<file path="src/hw/rtl/drks_pkg.sv">
// Shared types and constants for the dynamic range k-th smallest block.
// No dependencies; imported by the cell, the top level and the checker.
package drks_pkg;

  localparam int POS_W  = 11;
  localparam int DATA_W = 32;

  localparam logic REQ_SET   = 1'b0;
  localparam logic REQ_QUERY = 1'b1;

  localparam logic ST_OK  = 1'b0;
  localparam logic ST_ERR = 1'b1;

  // Query window broadcast to every cell.
  typedef struct packed {
    logic [POS_W-1:0] lo;
    logic [POS_W-1:0] hi;
  } qry_range_t;

endpackage

</file>
<file path="src/hw/rtl/drks_cell.sv">
// One storage cell of the count chain: holds one value key and adds its
// match bit to the count passed on from its neighbor. Depends on drks_pkg.
module drks_cell #(
  parameter int IDX      = 0,
  parameter int IW       = 10,
  parameter int VB       = 32,
  parameter int CNT_W    = 11
) (
  input  logic                clk,
  input  logic                wr_en,
  input  logic [IW-1:0]       wr_idx,
  input  logic [VB-1:0]       wr_key,
  input  drks_pkg::qry_range_t rng,
  input  logic [VB-1:0]       prefix,
  input  logic [VB-1:0]       mask,
  input  logic [CNT_W-1:0]    cnt_in,
  output logic [CNT_W-1:0]    cnt_out
);
  import drks_pkg::*;

  localparam logic [31:0] PosNum = 32'(IDX + 1);

  logic [VB-1:0] key;
  logic          in_rng;
  logic          hit;

  assign in_rng = (32'(rng.lo) <= PosNum) && (PosNum <= 32'(rng.hi));
  assign hit    = in_rng && (((key ^ prefix) & mask) == '0);

  always_ff @(posedge clk) begin
    if (wr_en && (wr_idx == IW'(IDX))) begin
      key <= wr_key;
    end
    cnt_out <= cnt_in + CNT_W'(hit);
  end

endmodule

</file>
<file path="config.mk">
export PLATFORM = sky130hd
export DESIGN_NAME = drks_cell
export DESIGN_NICKNAME = d
export VERILOG_FILES = /design/src/hw/rtl/drks_pkg.sv /design/src/hw/rtl/drks_cell.sv
export SDC_FILE = /design/constraint.sdc
export NUM_CORES = 1
export LEC_CHECK = 0
export BUFFER_PORTS_ARGS = -buffer_cell sky130_fd_sc_hd__buf_2
export CORE_ASPECT_RATIO = 1.25
export CORE_MARGIN = 1
export CORE_UTILIZATION = 42
export DETAILED_ROUTE_END_ITERATION = 8
export PLACE_DENSITY_LB_ADDON = 0.3
export RECOVER_POWER = 100
export SYNTH_ARGS = -nofsm -noshare
export SYNTH_HDL_FRONTEND = slang
export SYNTH_SLANG_ARGS = --single-unit
</file>
<file path="constraint.sdc">
create_clock -name clk -period 13.6 [get_ports clk]
set_clock_uncertainty 0.1 [all_clocks]
set_input_delay 3.4 -clock clk [delete_from_list [all_inputs] [get_ports clk]]
set_output_delay 3.4 -clock clk [all_outputs]
set_load 0.02 [all_outputs]
</file>
; Word-level counts from Yosys, hierarchy flattened
; Index checks and enable logic that the tools add are counted.
[word_totals]
romBits = 0
ramBits = 0
latchBits = 0
wordCells = 12
register_bits = 43
memories = 0
[op_classes]
n_lt_le_gt_ge = 2
n_eq_ne = 0
muxes = 0
n_reduce_logical = 5
shifts = 0
addsub = 1
n_div = 0
multipliers = 0
bitwise = 2
[op_table]
columns = cell, count
row1 = 32-bit AND, 1
row2 = 32-bit logical NOT, 1
row3 = 32-bit bitwise XOR, 1
row4 = 11-bit by 1-bit adder with 11-bit output, 1
row5 = "1-bit by 11-bit less-or-equal comparator with 1-bit output, first input constant", 1
row6 = "11-bit by 1-bit less-or-equal comparator with 1-bit output, second input constant", 1
row7 = 10-bit logical NOT, 1
row8 = 1-bit logical AND, 3

; Logic depth before layout (Yosys ltp)
[depth]
word_depth = 5
ltp_mapped = 9
depth_no_buf = 9

; Least setup slack after synthesis
; No wires, ideal clock.
[synth_path]
path_kind = in2reg
start = input wr_idx[2]
end = register key[0], enable pin
cell_stages = 3
slack_ns = 6.175
t_arrival_ns = 6.821
n_path_buf = 0
cell_sequence = nor4b_1 nand2_1 nor4_1
[synth_via]
elab_chain_cells = 2
[synth_rtl]
columns = item, line
row1 = "start, declared", drks_cell.sv:11  ; input logic [IW-1:0] wr_idx,
row2 = 10-bit logical NOT, drks_cell.sv:31  ; if (wr_en && (wr_idx == IW'(IDX))) begin
row3 = 1-bit logical AND, drks_cell.sv:31
row4 = "end signal, assigned", drks_cell.sv:32  ; key <= wr_key;
row5 = "end, declared", drks_cell.sv:23  ; logic [VB-1:0] key;
; No other way between the ends.
; A chain may end at the register's enable or synchronous reset.

; Final worst setup path
[layout_path]
start = input wr_idx[2]
end = register key[6], enable pin
; The elaborated chain is that of the path after synthesis.

==> results.cfg <==
[outcome]
status = finished with violations
violations = max-capacitance violations, max-slew violations

[yosys]
ys_warn_count = 0
synth_compound_area_share_pct = 9.12
synth_simple_gate_area_share_pct = 8.20
synth_seq_cells = 43
synth_top_area_cell = edfxtp_1
yosys.cell_types.count = 19
syn_area_per_cell_um2 = 14.7
syn_inst = 129
synthTopCellsByArea = edfxtp_1, xor2_1, dfxtp_1
muxShareOfSynthArea_pct = 0
seq_area_frac_synth_pct = 62.4
synth_xor_xnor_area_share_pct = 19.0
synth_nets = 272
syn_area_um2 = 1890
synthAdderAreaFrac_pct = 1.32
yosysTopAreaCellShare_pct = 50.8
synth_top_family_by_area = XOR/XNOR gates

[clock_network]
worstSkewPairLatency_ps = 290
postCtsSetupBuffers = 0
cts_buffers = 5
cts_resized = 0
cts_sinks = 43
cts_tree = built
clock-root-buffer = clkbuf_8
htreeDepth = 2
ctsHoldBuffers = 0
clk_path_buf_depth = 2
clk_pin_slew_ps = 70

[global_routing]
grt_pass1_wl_um = 6760
gr-usage-all-layers_pct = 20.0
grt_pass1_vias = 1668
grt_max_degree = 33
antenna_found_initial = 0
overflow = 0

[drt]
wirelength_um = 4450
wl_per_cell_um = 12.9
drc = 0
final_antenna_net_count = 0
vias = 1675
dr.pass1.iters = 4
first_iter_violations = 26
avgViaCountPerCell = 4.87

[critical_path]
r2r_cells = 9
worstPathArrival_ps = 5360
end_kind = flip-flop
cp_data_required_time_ps = 13390
critPathLaunchType = primary input
worstSetupPathType = primary input to flip-flop
worstPathMaxFanout = 32

[floorplan]
die_y_um = 77.1
num_rows = 26
die_area_um2 = 4780
initial_core_util_pct = 45.1
pin_count = 152
die_w_um = 62.1
core_area_um2 = 4200

[sta]
rsz0062_at_grt = false
slew_violations = 33
relSlewSlack_pct = -13.9
tns_ps = 0
max_freq_mhz = 179
whs_ps = 885
worst_pin_slew_ps = 1710
setup_viol = 0
period_needed_ps = 5570
fin_crit_sh_pct = 41.0
hold_viol_final = 0

[cells_and_area]
area_growth_pct = 47.1
layout_common_cells = buf_2, xor2_1, edfxtp_1, clkbuf_1, dfxtp_1
antenna_cells = 0
fillers = 390
drive_gt1_share_pct = 52.8
final_common_cell = buf_2
num-nets-final = 430

[placed_design]
post-dp-hpwl_um = 3820
place.gp.congestion = 0.777
io_buffers = 150

[power]
leakagePower_nw = 1.25
peakVddDrop_uv = 77.5
power_density_nw_per_um2 = 90.7
finalPower_mw = 0.253

[run]
maxCapViolCount = 1

[min_path]
holdCritPathClass = flip-flop to flip-flop
holdPathStages = 5
## logic make-up after synthesis
family,after synthesis
compound gates,17
xor+xnor,41
fa+ha+maj,2
flops,43
simple gates,26
## final timing paths
check | endpoint | startpoint | slack [ps]
setup / recovery | key[6]$_DFFE_PP_ | wr_idx[2] | 8030
hold / removal | cnt_out[0]$_DFF_P_ | key[5]$_DFFE_PP_ | 890
setup reg to reg | cnt_out[10]$_DFF_P_ | key[17]$_DFFE_PP_ | 11110
hold reg to reg | cnt_out[0]$_DFF_P_ | key[5]$_DFFE_PP_ | 890
## layout make-up
type / count / area [µm²] / area share, %
clock buffers: 7 / 76.3 / 2.74
clock inverters: 1 / 5.00 / 0.180
multi-input cells: 86 / 712 / 25.6
flip-flops and latches: 43 / 1180 / 42.4
well taps: 56 / 70.1 / 2.52
repair buffers: 151 / 741 / 26.6
## sequential cells by signal (all words and copies together), names as in the netlist
register / count
key: 32
cnt_out: 11
## through the flow
step	util (%)	std cells	area, µm²	setup WS (ps)
floorplan	-	129	1890	6170
global placement	65.0	336	2730	7940
detailed placement	65.0	336	2730	7920
CTS	66.9	344	2810	8220
global route	66.4	344	2790	7760
finish	66.4	344	2790	8030
## report_power, final
group	switching (mW)	leakage, nW	internal, mW
sequential	0.000429	0.380	0.142
clock	0.0389	0.0422	0.0360
combinational	0.0142	0.823	0.0208
total	0.0536	1.25	0.199
## synthesized netlist by cell type (all sizes together)
cell,instances
nand3,10
a221oi,6
nand2,1
a31oi,1
nor2,1
xnor2,8
nor3,2
nor4,6
dfxtp,11
ha,2
a22oi,4
nand4,2
and3,3
nor4b,1
edfxtp,32
a22o,6
xor2,33
## worst max-delay path, stage by stage
cell,delay (ps)
buf_2,90
nor4b_1,290
nand2_1,80
nor4_1,210
clkbuf_1,1260
## routing by layer
| metal | global-route usage, % | vias up | wire, µm | part of all wire, % |
|---|---|---|---|---|
| li1 | - | 812 | - | - |
| met1 | 17.2 | 778 | 1310 | 29 |
| met2 | 38.3 | 77 | 2670 | 60 |
| met3 | 7.76 | 8 | 403 | 9.1 |
| met4 | 6.89 | 0 | 74 | 1.7 |
| met5 | 0 | - | 0 | 0 |
No activity file was read; power rests on OpenSTA's default activity.
